==> src/hdl/srfim_pkg.sv <==
// Shared constants, codes and types for the segmented register file with indirect map.
package srfim_pkg;

   // Default sizes
   localparam int STORE_BYTES_DEF      = 256;
   localparam int MAX_ACCESS_BYTES_DEF = 4;

   // Fixed field widths
   localparam int ADDR_W   = 16;
   localparam int LEN_W    = 9;
   localparam int OFF_W    = 10;
   localparam int DATA_W   = 32;
   localparam int COUNT_W  = 3;
   localparam int CSR_IDX_W  = 3;
   localparam int CSR_DATA_W = 16;

   // Segments: first data, second data, map (also the tie order)
   localparam int SEG_COUNT  = 3;
   localparam int SEG_FIRST  = 0;
   localparam int SEG_SECOND = 1;
   localparam int SEG_MAP    = 2;

   // Register indexes
   localparam logic [CSR_IDX_W-1:0] REG_FIRST_DATA_START  = 3'd0;
   localparam logic [CSR_IDX_W-1:0] REG_FIRST_DATA_LENGTH = 3'd1;
   localparam logic [CSR_IDX_W-1:0] REG_SECOND_DATA_START = 3'd2;
   localparam logic [CSR_IDX_W-1:0] REG_SECOND_DATA_LENGTH = 3'd3;
   localparam logic [CSR_IDX_W-1:0] REG_WINDOW_START      = 3'd4;
   localparam logic [CSR_IDX_W-1:0] REG_MAP_START         = 3'd5;
   localparam logic [CSR_IDX_W-1:0] REG_MAP_LENGTH        = 3'd6;

   // Access function codes
   localparam logic FUNC_READ  = 1'b0;
   localparam logic FUNC_WRITE = 1'b1;

   // One segment in lookup order
   typedef struct packed {
      logic [ADDR_W-1:0] start;
      logic [LEN_W-1:0]  len;
      logic [OFF_W-1:0]  off;
   } seg_type;

   // Decoded layout, segments sorted by start
   typedef struct packed {
      seg_type [SEG_COUNT-1:0] seg;
      logic [ADDR_W-1:0]       window_start;
      logic [7:0]              entries;
      logic [OFF_W-1:0]        map_off;
      logic                    oversize;
   } layout_type;

   // Datapath operations
   typedef enum logic [3:0] {
      OP_IDLE,
      OP_CLEAR,
      OP_LOAD,
      OP_FAIL,
      OP_MAP_LO,
      OP_MAP_HI,
      OP_RESOLVE,
      OP_DIRECT,
      OP_ACCESS,
      OP_GATHER,
      OP_FINISH
   } op_type;

   typedef struct packed {
      op_type op;
   } cmd_type;

   typedef struct packed {
      logic clear_last;
      logic oversize;
      logic empty;
      logic addr_over;
      logic in_window;
      logic loc_hit;
      logic is_write;
      logic last;
      logic rsp_busy;
   } stat_type;

endpackage

==> src/hdl/segmented_register_file_indirect_map.sv <==
// Each byte is reached directly or through the map, which adds two store reads for the
// map entry; a read byte also takes a gather step that a write byte does not.
// One access at a time, set by the single-port backing store that serves map
// reads and data accesses in turn; the next request is taken in the cycle after the result
// is loaded, and loading holds while an earlier result still waits.
// Reset: synchronous; clears the configuration, then sweeps every store byte to zero
// with req_ready low (config writes are still taken).
module segmented_register_file_indirect_map #(
   parameter int STORE_BYTES      = srfim_pkg::STORE_BYTES_DEF,
   parameter int MAX_ACCESS_BYTES = srfim_pkg::MAX_ACCESS_BYTES_DEF
) (
   input  logic                              clock,
   input  logic                              reset,
   input  logic                              csr_valid,
   output logic                              csr_ready,
   input  logic [srfim_pkg::CSR_IDX_W-1:0]   csr_index,
   input  logic [srfim_pkg::CSR_DATA_W-1:0]  csr_data,
   input  logic                              req_valid,
   output logic                              req_ready,
   input  logic                              req_func,
   input  logic [srfim_pkg::ADDR_W-1:0]      req_start_address,
   input  logic [srfim_pkg::COUNT_W-1:0]     req_byte_count,
   input  logic [srfim_pkg::DATA_W-1:0]      req_write_value,
   output logic                              rsp_valid,
   input  logic                              rsp_ready,
   output logic [srfim_pkg::DATA_W-1:0]      rsp_read_value,
   output logic                              rsp_access_ok
);

   srfim_pkg::layout_type layout;
   srfim_pkg::cmd_type    cmd;
   srfim_pkg::stat_type   stat;

   // Configuration and layout
   srfim_layout #(
      .STORE_BYTES (STORE_BYTES)
   ) u_layout (
      .clock     (clock),
      .reset     (reset),
      .csr_valid (csr_valid),
      .csr_ready (csr_ready),
      .csr_index (csr_index),
      .csr_data  (csr_data),
      .layout    (layout)
   );

   // Sequencer
   srfim_ctrl u_ctrl (
      .clock     (clock),
      .reset     (reset),
      .req_valid (req_valid),
      .req_ready (req_ready),
      .stat      (stat),
      .cmd       (cmd)
   );

   // Store and result path
   srfim_dpath #(
      .STORE_BYTES      (STORE_BYTES),
      .MAX_ACCESS_BYTES (MAX_ACCESS_BYTES)
   ) u_dpath (
      .clock             (clock),
      .reset             (reset),
      .req_func          (req_func),
      .req_start_address (req_start_address),
      .req_byte_count    (req_byte_count),
      .req_write_value   (req_write_value),
      .layout            (layout),
      .cmd               (cmd),
      .stat              (stat),
      .rsp_valid         (rsp_valid),
      .rsp_ready         (rsp_ready),
      .rsp_read_value    (rsp_read_value),
      .rsp_access_ok     (rsp_access_ok)
   );

endmodule

==> src/hdl/srfim_layout.sv <==
// Configuration registers and the sorted segment layout derived from them.
module srfim_layout #(
   parameter int STORE_BYTES = srfim_pkg::STORE_BYTES_DEF
) (
   input  logic                                 clock,
   input  logic                                 reset,
   input  logic                                 csr_valid,
   output logic                                 csr_ready,
   input  logic [srfim_pkg::CSR_IDX_W-1:0]      csr_index,
   input  logic [srfim_pkg::CSR_DATA_W-1:0]     csr_data,
   output srfim_pkg::layout_type                layout
);

   logic [srfim_pkg::ADDR_W-1:0] first_start_ff, second_start_ff, window_start_ff, map_start_ff;
   logic [srfim_pkg::LEN_W-1:0]  first_len_ff, second_len_ff, map_len_ff;

   logic [srfim_pkg::ADDR_W-1:0] st   [srfim_pkg::SEG_COUNT];
   logic [srfim_pkg::LEN_W-1:0]  len  [srfim_pkg::SEG_COUNT];
   logic [srfim_pkg::OFF_W-1:0]  off  [srfim_pkg::SEG_COUNT];
   logic [1:0]                   rank [srfim_pkg::SEG_COUNT];
   logic [srfim_pkg::OFF_W:0]    total;
   srfim_pkg::layout_type        layout_in;
   srfim_pkg::layout_type        layout_ff;

   assign csr_ready = 1'b1;

   // Take register writes; unknown indexes are dropped
   always_ff @(posedge clock) begin
      if (reset) begin
         first_start_ff  <= '0;
         first_len_ff    <= '0;
         second_start_ff <= '0;
         second_len_ff   <= '0;
         window_start_ff <= '0;
         map_start_ff    <= '0;
         map_len_ff      <= '0;
      end else if (csr_valid) begin
         unique case (csr_index)
            srfim_pkg::REG_FIRST_DATA_START:  first_start_ff  <= csr_data;
            srfim_pkg::REG_FIRST_DATA_LENGTH: first_len_ff    <= csr_data[srfim_pkg::LEN_W-1:0];
            srfim_pkg::REG_SECOND_DATA_START: second_start_ff <= csr_data;
            srfim_pkg::REG_SECOND_DATA_LENGTH: second_len_ff  <= csr_data[srfim_pkg::LEN_W-1:0];
            srfim_pkg::REG_WINDOW_START:      window_start_ff <= csr_data;
            srfim_pkg::REG_MAP_START:         map_start_ff    <= csr_data;
            srfim_pkg::REG_MAP_LENGTH:        map_len_ff      <= csr_data[srfim_pkg::LEN_W-1:0];
            default: ;
         endcase
      end
   end

   assign st[srfim_pkg::SEG_FIRST]   = first_start_ff;
   assign st[srfim_pkg::SEG_SECOND]  = second_start_ff;
   assign st[srfim_pkg::SEG_MAP]     = map_start_ff;
   assign len[srfim_pkg::SEG_FIRST]  = first_len_ff;
   assign len[srfim_pkg::SEG_SECOND] = second_len_ff;
   assign len[srfim_pkg::SEG_MAP]    = map_len_ff;

   // Rank each segment by start (ties keep fixed order) and carve the store
   always_comb begin
      for (int k = 0; k < srfim_pkg::SEG_COUNT; k++) begin
         rank[k] = 2'd0;
         off[k]  = '0;
         for (int j = 0; j < srfim_pkg::SEG_COUNT; j++) begin
            if (j != k && (st[j] < st[k] || (st[j] == st[k] && j < k))) begin
               rank[k] = rank[k] + 2'd1;
               off[k]  = off[k] + srfim_pkg::OFF_W'(len[j]);
            end
         end
      end
   end

   // Full sum of the three lengths, one bit wider so it cannot wrap
   assign total = (srfim_pkg::OFF_W + 1)'(first_len_ff)
                + (srfim_pkg::OFF_W + 1)'(second_len_ff)
                + (srfim_pkg::OFF_W + 1)'(map_len_ff);

   // Place segments in lookup order
   always_comb begin
      layout_in = '0;
      for (int r = 0; r < srfim_pkg::SEG_COUNT; r++) begin
         for (int k = 0; k < srfim_pkg::SEG_COUNT; k++) begin
            if (rank[k] == 2'(r)) begin
               layout_in.seg[r].start = st[k];
               layout_in.seg[r].len   = len[k];
               layout_in.seg[r].off   = off[k];
            end
         end
      end
      layout_in.window_start = window_start_ff;
      layout_in.entries      = 8'(map_len_ff >> 1);
      layout_in.map_off      = off[srfim_pkg::SEG_MAP];
      layout_in.oversize     = 32'(total) > 32'(STORE_BYTES);
   end

   // Hold the decoded layout
   always_ff @(posedge clock) begin
      layout_ff <= layout_in;
   end

   assign layout = layout_ff;

endmodule

==> src/hdl/srfim_dpath.sv <==
// Datapath: backing store, address resolution, segment lookup and result register.
module srfim_dpath #(
   parameter int STORE_BYTES      = srfim_pkg::STORE_BYTES_DEF,
   parameter int MAX_ACCESS_BYTES = srfim_pkg::MAX_ACCESS_BYTES_DEF
) (
   input  logic                              clock,
   input  logic                              reset,
   input  logic                              req_func,
   input  logic [srfim_pkg::ADDR_W-1:0]      req_start_address,
   input  logic [srfim_pkg::COUNT_W-1:0]     req_byte_count,
   input  logic [srfim_pkg::DATA_W-1:0]      req_write_value,
   input  srfim_pkg::layout_type             layout,
   input  srfim_pkg::cmd_type                cmd,
   output srfim_pkg::stat_type               stat,
   output logic                              rsp_valid,
   input  logic                              rsp_ready,
   output logic [srfim_pkg::DATA_W-1:0]      rsp_read_value,
   output logic                              rsp_access_ok
);

   localparam int IW = $clog2(STORE_BYTES);
   localparam int PW = (IW > srfim_pkg::OFF_W) ? IW : srfim_pkg::OFF_W;
   localparam int CW = $clog2(MAX_ACCESS_BYTES + 1);
   localparam logic [CW-1:0] COUNT_MAX   = CW'(MAX_ACCESS_BYTES);
   localparam logic [31:0]   STORE_LIMIT = 32'(STORE_BYTES);
   localparam logic [IW-1:0] LAST_ENTRY  = IW'(STORE_BYTES - 1);

   // Backing store
   logic [7:0] mem [STORE_BYTES];
   logic [IW-1:0] mem_addr;
   logic          mem_we;
   logic [7:0]    mem_wdata;
   logic [7:0]    rd_byte_ff;

   // Item and progress registers
   logic                           is_write_ff;
   logic [srfim_pkg::ADDR_W-1:0]   base_ff;
   logic [CW-1:0]                  count_ff;
   logic [srfim_pkg::DATA_W-1:0]   wdata_ff;
   logic [CW-1:0]                  pos_ff;
   logic [srfim_pkg::DATA_W-1:0]   acc_ff;
   logic                           ok_ff;
   logic [7:0]                     lo_ff;
   logic                           map_ok_ff;
   logic [srfim_pkg::ADDR_W-1:0]   resolved_ff;
   logic [IW-1:0]                  clr_ptr_ff;
   logic                           rsp_valid_ff;
   logic [srfim_pkg::DATA_W-1:0]   rsp_read_value_ff;
   logic                           rsp_access_ok_ff;

   logic [CW-1:0]                  count_in;
   logic [srfim_pkg::ADDR_W:0]     addr_cur;
   logic [srfim_pkg::ADDR_W:0]     win_end;
   logic                           in_window;
   logic [7:0]                     win_off;
   logic [PW-1:0]                  map_lo_p;
   logic [PW-1:0]                  map_hi_p;
   logic                           loc_hit;
   logic [PW-1:0]                  loc_p;
   logic                           loc_ok;
   logic [srfim_pkg::DATA_W-1:0]   wshift;
   logic [7:0]                     wbyte;
   logic [srfim_pkg::DATA_W-1:0]   gather_val;
   logic                           pos_low;

   // Clamp the byte count
   assign count_in = ({1'b0, req_byte_count} > 4'(MAX_ACCESS_BYTES)) ?
                     COUNT_MAX : CW'(req_byte_count);

   // Current byte address and indirect window test
   assign addr_cur  = {1'b0, base_ff} + (srfim_pkg::ADDR_W + 1)'(pos_ff);
   assign win_end   = {1'b0, layout.window_start} + (srfim_pkg::ADDR_W + 1)'(layout.entries);
   assign in_window = (addr_cur >= {1'b0, layout.window_start}) && (addr_cur < win_end);
   assign win_off   = 8'(addr_cur - {1'b0, layout.window_start});
   assign map_lo_p  = PW'(layout.map_off) + PW'({win_off, 1'b0});
   assign map_hi_p  = map_lo_p + PW'(1);

   // Segment lookup: lowest start wins
   always_comb begin
      loc_hit = 1'b0;
      loc_p   = '0;
      for (int r = srfim_pkg::SEG_COUNT - 1; r >= 0; r--) begin
         if ({1'b0, resolved_ff} >= {1'b0, layout.seg[r].start} &&
             {1'b0, resolved_ff} < ({1'b0, layout.seg[r].start} +
                                    (srfim_pkg::ADDR_W + 1)'(layout.seg[r].len))) begin
            loc_hit = 1'b1;
            loc_p   = PW'(layout.seg[r].off) + PW'(8'(resolved_ff - layout.seg[r].start));
         end
      end
   end

   assign loc_ok = loc_hit && (32'(loc_p) < STORE_LIMIT);

   // Byte lanes of the write and read data
   assign pos_low    = 32'(pos_ff) < 32'd4;
   assign wshift     = wdata_ff >> {pos_ff, 3'b000};
   assign wbyte      = pos_low ? wshift[7:0] : 8'd0;
   assign gather_val = pos_low ? (32'(rd_byte_ff) << {pos_ff, 3'b000}) : '0;

   // Select the store port
   always_comb begin
      mem_addr  = loc_p[IW-1:0];
      mem_we    = 1'b0;
      mem_wdata = wbyte;
      unique case (cmd.op)
         srfim_pkg::OP_CLEAR: begin
            mem_addr  = clr_ptr_ff;
            mem_we    = 1'b1;
            mem_wdata = 8'd0;
         end
         srfim_pkg::OP_MAP_LO: mem_addr = map_lo_p[IW-1:0];
         srfim_pkg::OP_MAP_HI: mem_addr = map_hi_p[IW-1:0];
         srfim_pkg::OP_ACCESS: mem_we   = is_write_ff;
         default: ;
      endcase
   end

   always_ff @(posedge clock) begin
      if (mem_we) begin
         mem[mem_addr] <= mem_wdata;
      end
      rd_byte_ff <= mem[mem_addr];
   end

   // Control registers: clearing pointer and result valid
   always_ff @(posedge clock) begin
      if (reset) begin
         clr_ptr_ff   <= '0;
         rsp_valid_ff <= 1'b0;
      end else begin
         if (cmd.op == srfim_pkg::OP_CLEAR) begin
            clr_ptr_ff <= clr_ptr_ff + IW'(1);
         end
         if (cmd.op == srfim_pkg::OP_FINISH) begin
            rsp_valid_ff <= 1'b1;
         end else if (rsp_ready) begin
            rsp_valid_ff <= 1'b0;
         end
      end
   end

   // Payload registers
   always_ff @(posedge clock) begin
      unique case (cmd.op)
         srfim_pkg::OP_LOAD: begin
            is_write_ff <= (req_func == srfim_pkg::FUNC_WRITE);
            base_ff     <= req_start_address;
            count_ff    <= count_in;
            wdata_ff    <= req_write_value;
            pos_ff      <= '0;
            acc_ff      <= '0;
            ok_ff       <= 1'b1;
         end
         srfim_pkg::OP_FAIL: ok_ff <= 1'b0;
         srfim_pkg::OP_MAP_LO: map_ok_ff <= 32'(map_lo_p) < STORE_LIMIT;
         srfim_pkg::OP_MAP_HI: begin
            lo_ff     <= map_ok_ff ? rd_byte_ff : 8'd0;
            map_ok_ff <= 32'(map_hi_p) < STORE_LIMIT;
         end
         srfim_pkg::OP_RESOLVE: resolved_ff <= {(map_ok_ff ? rd_byte_ff : 8'd0), lo_ff};
         srfim_pkg::OP_DIRECT:  resolved_ff <= addr_cur[srfim_pkg::ADDR_W-1:0];
         srfim_pkg::OP_ACCESS: begin
            if (is_write_ff) begin
               pos_ff <= pos_ff + CW'(1);
            end
         end
         srfim_pkg::OP_GATHER: begin
            acc_ff <= acc_ff | gather_val;
            pos_ff <= pos_ff + CW'(1);
         end
         srfim_pkg::OP_FINISH: begin
            rsp_read_value_ff <= acc_ff;
            rsp_access_ok_ff  <= ok_ff;
         end
         default: ;
      endcase
   end

   // Status to the controller
   always_comb begin
      stat.clear_last = (clr_ptr_ff == LAST_ENTRY);
      stat.oversize   = layout.oversize;
      stat.empty      = (count_ff == '0);
      stat.addr_over  = addr_cur[srfim_pkg::ADDR_W];
      stat.in_window  = in_window;
      stat.loc_hit    = loc_ok;
      stat.is_write   = is_write_ff;
      stat.last       = ((pos_ff + CW'(1)) == count_ff);
      stat.rsp_busy   = rsp_valid_ff && !rsp_ready;
   end

   assign rsp_valid      = rsp_valid_ff;
   assign rsp_read_value = rsp_read_value_ff;
   assign rsp_access_ok  = rsp_access_ok_ff;

endmodule

==> src/hdl/srfim_ctrl.sv <==
// Controller: sequences store clearing and the byte-by-byte access.
module srfim_ctrl (
   input  logic                  clock,
   input  logic                  reset,
   input  logic                  req_valid,
   output logic                  req_ready,
   input  srfim_pkg::stat_type   stat,
   output srfim_pkg::cmd_type    cmd
);

   typedef enum logic [3:0] {
      ST_CLEAR,
      ST_IDLE,
      ST_CHECK,
      ST_BYTE,
      ST_MAP_HI,
      ST_RESOLVE,
      ST_LOCATE,
      ST_GATHER,
      ST_FINISH
   } state_type;

   state_type state_ff, state_in;
   logic      req_ready_ff;

   // Next state and datapath operation
   always_comb begin
      state_in = state_ff;
      cmd.op   = srfim_pkg::OP_IDLE;
      unique case (state_ff)
         ST_CLEAR: begin
            cmd.op = srfim_pkg::OP_CLEAR;
            if (stat.clear_last) state_in = ST_IDLE;
         end
         ST_IDLE: begin
            if (req_valid && req_ready_ff) begin
               cmd.op   = srfim_pkg::OP_LOAD;
               state_in = ST_CHECK;
            end
         end
         ST_CHECK: begin
            if (stat.oversize) begin
               cmd.op   = srfim_pkg::OP_FAIL;
               state_in = ST_FINISH;
            end else if (stat.empty) begin
               state_in = ST_FINISH;
            end else begin
               state_in = ST_BYTE;
            end
         end
         ST_BYTE: begin
            if (stat.addr_over) begin
               cmd.op   = srfim_pkg::OP_FAIL;
               state_in = ST_FINISH;
            end else if (stat.in_window) begin
               cmd.op   = srfim_pkg::OP_MAP_LO;
               state_in = ST_MAP_HI;
            end else begin
               cmd.op   = srfim_pkg::OP_DIRECT;
               state_in = ST_LOCATE;
            end
         end
         ST_MAP_HI: begin
            cmd.op   = srfim_pkg::OP_MAP_HI;
            state_in = ST_RESOLVE;
         end
         ST_RESOLVE: begin
            cmd.op   = srfim_pkg::OP_RESOLVE;
            state_in = ST_LOCATE;
         end
         ST_LOCATE: begin
            if (!stat.loc_hit) begin
               cmd.op   = srfim_pkg::OP_FAIL;
               state_in = ST_FINISH;
            end else begin
               cmd.op = srfim_pkg::OP_ACCESS;
               if (!stat.is_write) state_in = ST_GATHER;
               else if (stat.last) state_in = ST_FINISH;
               else                state_in = ST_BYTE;
            end
         end
         ST_GATHER: begin
            cmd.op   = srfim_pkg::OP_GATHER;
            state_in = stat.last ? ST_FINISH : ST_BYTE;
         end
         ST_FINISH: begin
            // hold while the previous result still waits
            if (!stat.rsp_busy) begin
               cmd.op   = srfim_pkg::OP_FINISH;
               state_in = ST_IDLE;
            end
         end
         default: state_in = ST_IDLE;
      endcase
   end

   // Hold state and the registered ready
   always_ff @(posedge clock) begin
      if (reset) begin
         state_ff     <= ST_CLEAR;
         req_ready_ff <= 1'b0;
      end else begin
         state_ff     <= state_in;
         req_ready_ff <= (state_in == ST_IDLE);
      end
   end

   assign req_ready = req_ready_ff;

endmodule

==> config.mk <==
export PLATFORM = sky130hd
export DESIGN_NAME = segmented_register_file_indirect_map
export DESIGN_NICKNAME = d
export VERILOG_FILES = /design/src/hdl/srfim_pkg.sv /design/src/hdl/segmented_register_file_indirect_map.sv /design/src/hdl/srfim_layout.sv /design/src/hdl/srfim_dpath.sv /design/src/hdl/srfim_ctrl.sv
export SDC_FILE = /design/constraint.sdc
export NUM_CORES = 2
export LEC_CHECK = 0
export BUFFER_PORTS_ARGS = -buffer_cell sky130_fd_sc_hd__clkbuf_2
export CAP_MARGIN = 20
export CORE_MARGIN = 1.5
export CORE_UTILIZATION = 50
export CTS_BUF_LIST = sky130_fd_sc_hd__clkbuf_4 sky130_fd_sc_hd__clkbuf_8
export DETAILED_ROUTE_END_ITERATION = 6
export PLACE_DENSITY = 0.77
export SETUP_SLACK_MARGIN = 0.4
export SLEW_MARGIN = 20
export SYNTH_ARGS = -nofsm -noshare
export SYNTH_HDL_FRONTEND = slang
export SYNTH_SLANG_ARGS = --single-unit
export TNS_END_PERCENT = 50
==> constraint.sdc <==
create_clock -name clock -period 9.8 [get_ports clock]
set_input_delay 1.96 -clock clock [delete_from_list [all_inputs] [get_ports clock]]
set_output_delay 1.96 -clock clock [all_outputs]
set_load 0.005 [all_outputs]
==> impl_metrics.env <==
export IMPL_p_leak_nw=42.7
export IMPL_area_delta_synth_final_pct=10.0
export IMPL_worst_skew_pair_late_latency_ns=1.11
export IMPL_ff_latch_area_um2=70900
export IMPL_ir_drop_mv=0.202
export IMPL_cpMaxStageDelayCell="nor4_1"
export IMPL_h_tree_depth=5
export IMPL_p_clk_frac=0.378
export IMPL_synth_cells=8722
export IMPL_clk_path_buf_depth=4
export IMPL_drtPass1Iterations=6
export IMPL_final_nets=9269
export IMPL_synth_edff_count=2194
export IMPL_yosys_area_share_xor_xnor=0.0125
export IMPL_placementRows=170
export IMPL_critPathLaunchType="register"
export IMPL_setup_viol=0
export IMPL_multi_input_area_um2=34700
export IMPL_grt_pass1_wl_um=442000
export IMPL_yosysSeqAreaShare=0.654
export IMPL_drv_slew=0
export IMPL_top_usage_layer="met2"
export IMPL_grt_usage=0.267
export IMPL_synth_top_cell_area_share=0.607
export IMPL_grt_max_degree=203
export IMPL_required_ns=10.79
export IMPL_io_buffers=110
export IMPL_io_pins=112
export IMPL_clock_fmax_ghz=0.116
export IMPL_dp_hpwl_um=189000
export IMPL_drv_cap=0
export IMPL_internal_power_mw=16.4
export IMPL_syn_num_nets=9113
export IMPL_synth_top_family_by_area="simple AND/OR/NAND/NOR gates"
export IMPL_synth_top_cells_by_area="edfxtp_1, nand2_1, dfxtp_1"
export IMPL_synth_adder_area_share=0.0376
export IMPL_ys_types=107
export IMPL_die_h_um=469
export IMPL_synthArstFlopShare=0
export IMPL_synth_area_mux_share=0.0586
export IMPL_syn_avg_cell_area_um2=12.4
export IMPL_p_per_area_nw_per_um2=185
export IMPL_viasPerCell=6.15
export IMPL_place_congestion=0.945
export IMPL_seqPwrFrac=0.518
export IMPL_placeableCoreArea_um2=215000
export IMPL_vias=73900
export IMPL_worstPathMaxFanout=58
export IMPL_ys_warn_count=0
export IMPL_comb_power_share=0.104
export IMPL_drive_gt1_frac=0.117
export IMPL_slowest_delay_ns=0.62
export IMPL_syn_area_um2=109000
export IMPL_fin_skew_ns=0.107
export IMPL_grtUsageMet1=0.350
export IMPL_fin_crit_ns=8.64
export IMPL_cts_root_buffer="clkbuf_8"
export IMPL_route_detailed_drc=0
export IMPL_holdBufCountCts=0
export IMPL_crit_top_cell="a21oi_1"
export IMPL_hold_path_class="register to register"
export IMPL_post_cts_buffers=0
export IMPL_fin_cells=12000
export IMPL_nFillCells=17000
export IMPL_dpl_cell_count=11300
export IMPL_cts_tree="built"
export IMPL_crit_arrival_ns=9.64
export IMPL_die_area_um2=220000
export IMPL_clk_pin_slew_ns=0.06
export IMPL_start_util=0.504
export IMPL_status="completed"
export IMPL_numCtsBuffers=394
export IMPL_p_switching_mw=5.62
export IMPL_finalPower_mw=22.1
export IMPL_grt_ovfl_total=0
export IMPL_finalCritPeriodShare=0.882
export IMPL_drt_iter0_drc=10100
export IMPL_synth_seq_cells=2447
export IMPL_ant_nets=0
export IMPL_ys_flop_type="edfxtp_1"
export IMPL_grt_pass1_vias=70800
export IMPL_worstSetupEndpointType="register"
export IMPL_drt_total_wl_um=301000
export IMPL_wl_per_cell_um=25.0
export IMPL_crit_type="register to register"
export IMPL_hold_viol_final=0
export IMPL_grt_use_met2=0.412
export IMPL_slew_headroom=0.161
export IMPL_final_setup_tns_ns=0
export IMPL_die_w_um=469
export IMPL_synth_compound_area_frac=0.0791
export IMPL_synthSimpleGateAreaFrac=0.129
export IMPL_cts_resized_gates=0
export IMPL_antenna_found_initial=11
export IMPL_numClockSinks=2447
export IMPL_use_met3=0.0669
export IMPL_p_sw_frac=0.255
export IMPL_tightest_slew_ns=1.26
export IMPL_synth_top_cell_by_area="edfxtp_1"
export IMPL_grt_setup_unrepaired="no"
layout make-up:
class,instances,share of cell area
Clock buffer,523,0.0546
Tap cell,2838,0.0297
Timing Repair Buffer,247,0.0160
Sequential cell,2447,0.594
Inverter,270,0.00848
Multi-Input combinational cell,5518,0.290
Antenna cell,11,0.000230
Clock inverter,159,0.00679
critical path, delay by kind of cell (launching register included):
family,cells,cell delay [ns]
simple gates,4,1.35
buf+inv,4,1.54
flops,1,0.39
mux,2,0.40
compound gates,17,4.11
fa+ha+maj,2,0.46
xor+xnor,1,0.15
final timing paths:
kind | startpoint | endpoint | slack (ns) | cells after the start
max reg2reg | u_layout.layout[90] | u_dpath.rd_byte_ff[6] | 1.16 | 30
max | u_layout.layout[90] | u_dpath.rd_byte_ff[6] | 1.16 | 30
min | u_layout.window_start_ff[7] | u_layout.layout[26] | 0.34 | 0
min reg2reg | u_layout.window_start_ff[7] | u_layout.layout[26] | 0.34 | 0
cells by family after synthesis:
kind of cell	count (synthesis)
AO/OA/AOI/OAI	1271
adder cells (fa/ha/maj)	315
XOR/XNOR	155
flip-flops	2447
multiplexers	610
AND/OR/NAND/NOR	3166
buffers and inverters	757
other	1
power groups by stage:
stage	combinational (mW)	sequential (mW)	clock, mW
after global placement	2.17	11.6	0
after detailed placement	2.21	11.6	0
after floorplan	1.57	11.6	0
after global routing	2.44	11.4	8.84
final	2.29	11.4	8.35
after CTS	2.22	11.4	8.39
Yosys cell counts, types with 13 or more instances:
cell / number
a2111oi_0: 20
a211oi_1: 55
a21o_1: 70
a21oi_1: 387
a221oi_1: 16
a22o_1: 13
a22oi_1: 29
a311oi_1: 37
a31oi_1: 36
a32o_1: 20
a32oi_1: 23
and2_1: 35
and3_1: 120
and4_1: 18
buf_1: 41
buf_2: 176
buf_4: 28
clkbuf_1: 235
dfxtp_1: 253
edfxtp_1: 2194
fa_1: 18
ha_1: 297
inv_1: 269
mux2_2: 125
mux2i_1: 475
nand2_1: 1590
nand2b_1: 25
nand3_1: 644
nand4_1: 71
nor2_1: 478
nor2b_1: 46
nor3_1: 35
nor4_1: 32
o211ai_1: 161
o21a_1: 28
o21ai_0: 164
o21bai_1: 32
o221ai_1: 15
o22ai_1: 30
or3_1: 13
xnor2_1: 112
xor2_1: 43
state kept, by name, indices dropped and copies added (netlist names), 9 cells and up:
name and count:
u_dpath.acc_ff 32, u_dpath.base_ff 16, u_dpath.mem 2048, u_dpath.resolved_ff 16
u_dpath.rsp_read_value 32, u_dpath.wdata_ff 32, u_layout.first_len_ff 9, u_layout.first_start_ff 16
u_layout.layout 140, u_layout.map_len_ff 9, u_layout.map_start_ff 16, u_layout.second_len_ff 9
u_layout.second_start_ff 16, u_layout.window_start_ff 16
metrics by stage:
step | setup slack (ns) | util | hold WS (ns) | area, µm²
after floorplan | 0.365 | - | 0.331 | 109000
after global placement | 1.40 | 0.520 | 0.338 | 112000
after detailed placement | 1.39 | 0.520 | 0.338 | 112000
after CTS | 1.33 | 0.555 | 0.342 | 119000
after global routing | 0.753 | 0.555 | 0.350 | 119000
final | 1.16 | 0.555 | 0.341 | 119000
metal layers:
layer	part of all wire	vias up	wire length, µm
met5	0.000050	-	15
met4	0.054	2	16200
met3	0.11	932	34000
met2	0.45	4706	136000
met1	0.38	35800	114000
li1	-	32500	-
placed cells by master, fill, tap and decap left out, drive strengths merged, types with 20 or more instances in the layout:
cell type,instances
a2111oi,24
a211oi,57
a21o,70
a21oi,388
a22oi,29
a311oi,38
a31oi,38
a32o,20
a32oi,23
and2,35
and3,120
buf,138
clkbuf,632
clkinv,144
dfxtp,253
edfxtp,2194
ha,297
inv,273
mux2,127
mux2i,475
nand2,1590
nand2b,26
nand3,644
nand4,71
nor2,484
nor2b,46
nor3,38
nor4,41
o211ai,163
o21a,30
o21ai,181
o21bai,32
o22ai,31
xnor2,112
xor2,43
Note: power is estimated with default switching activity, not from simulation.
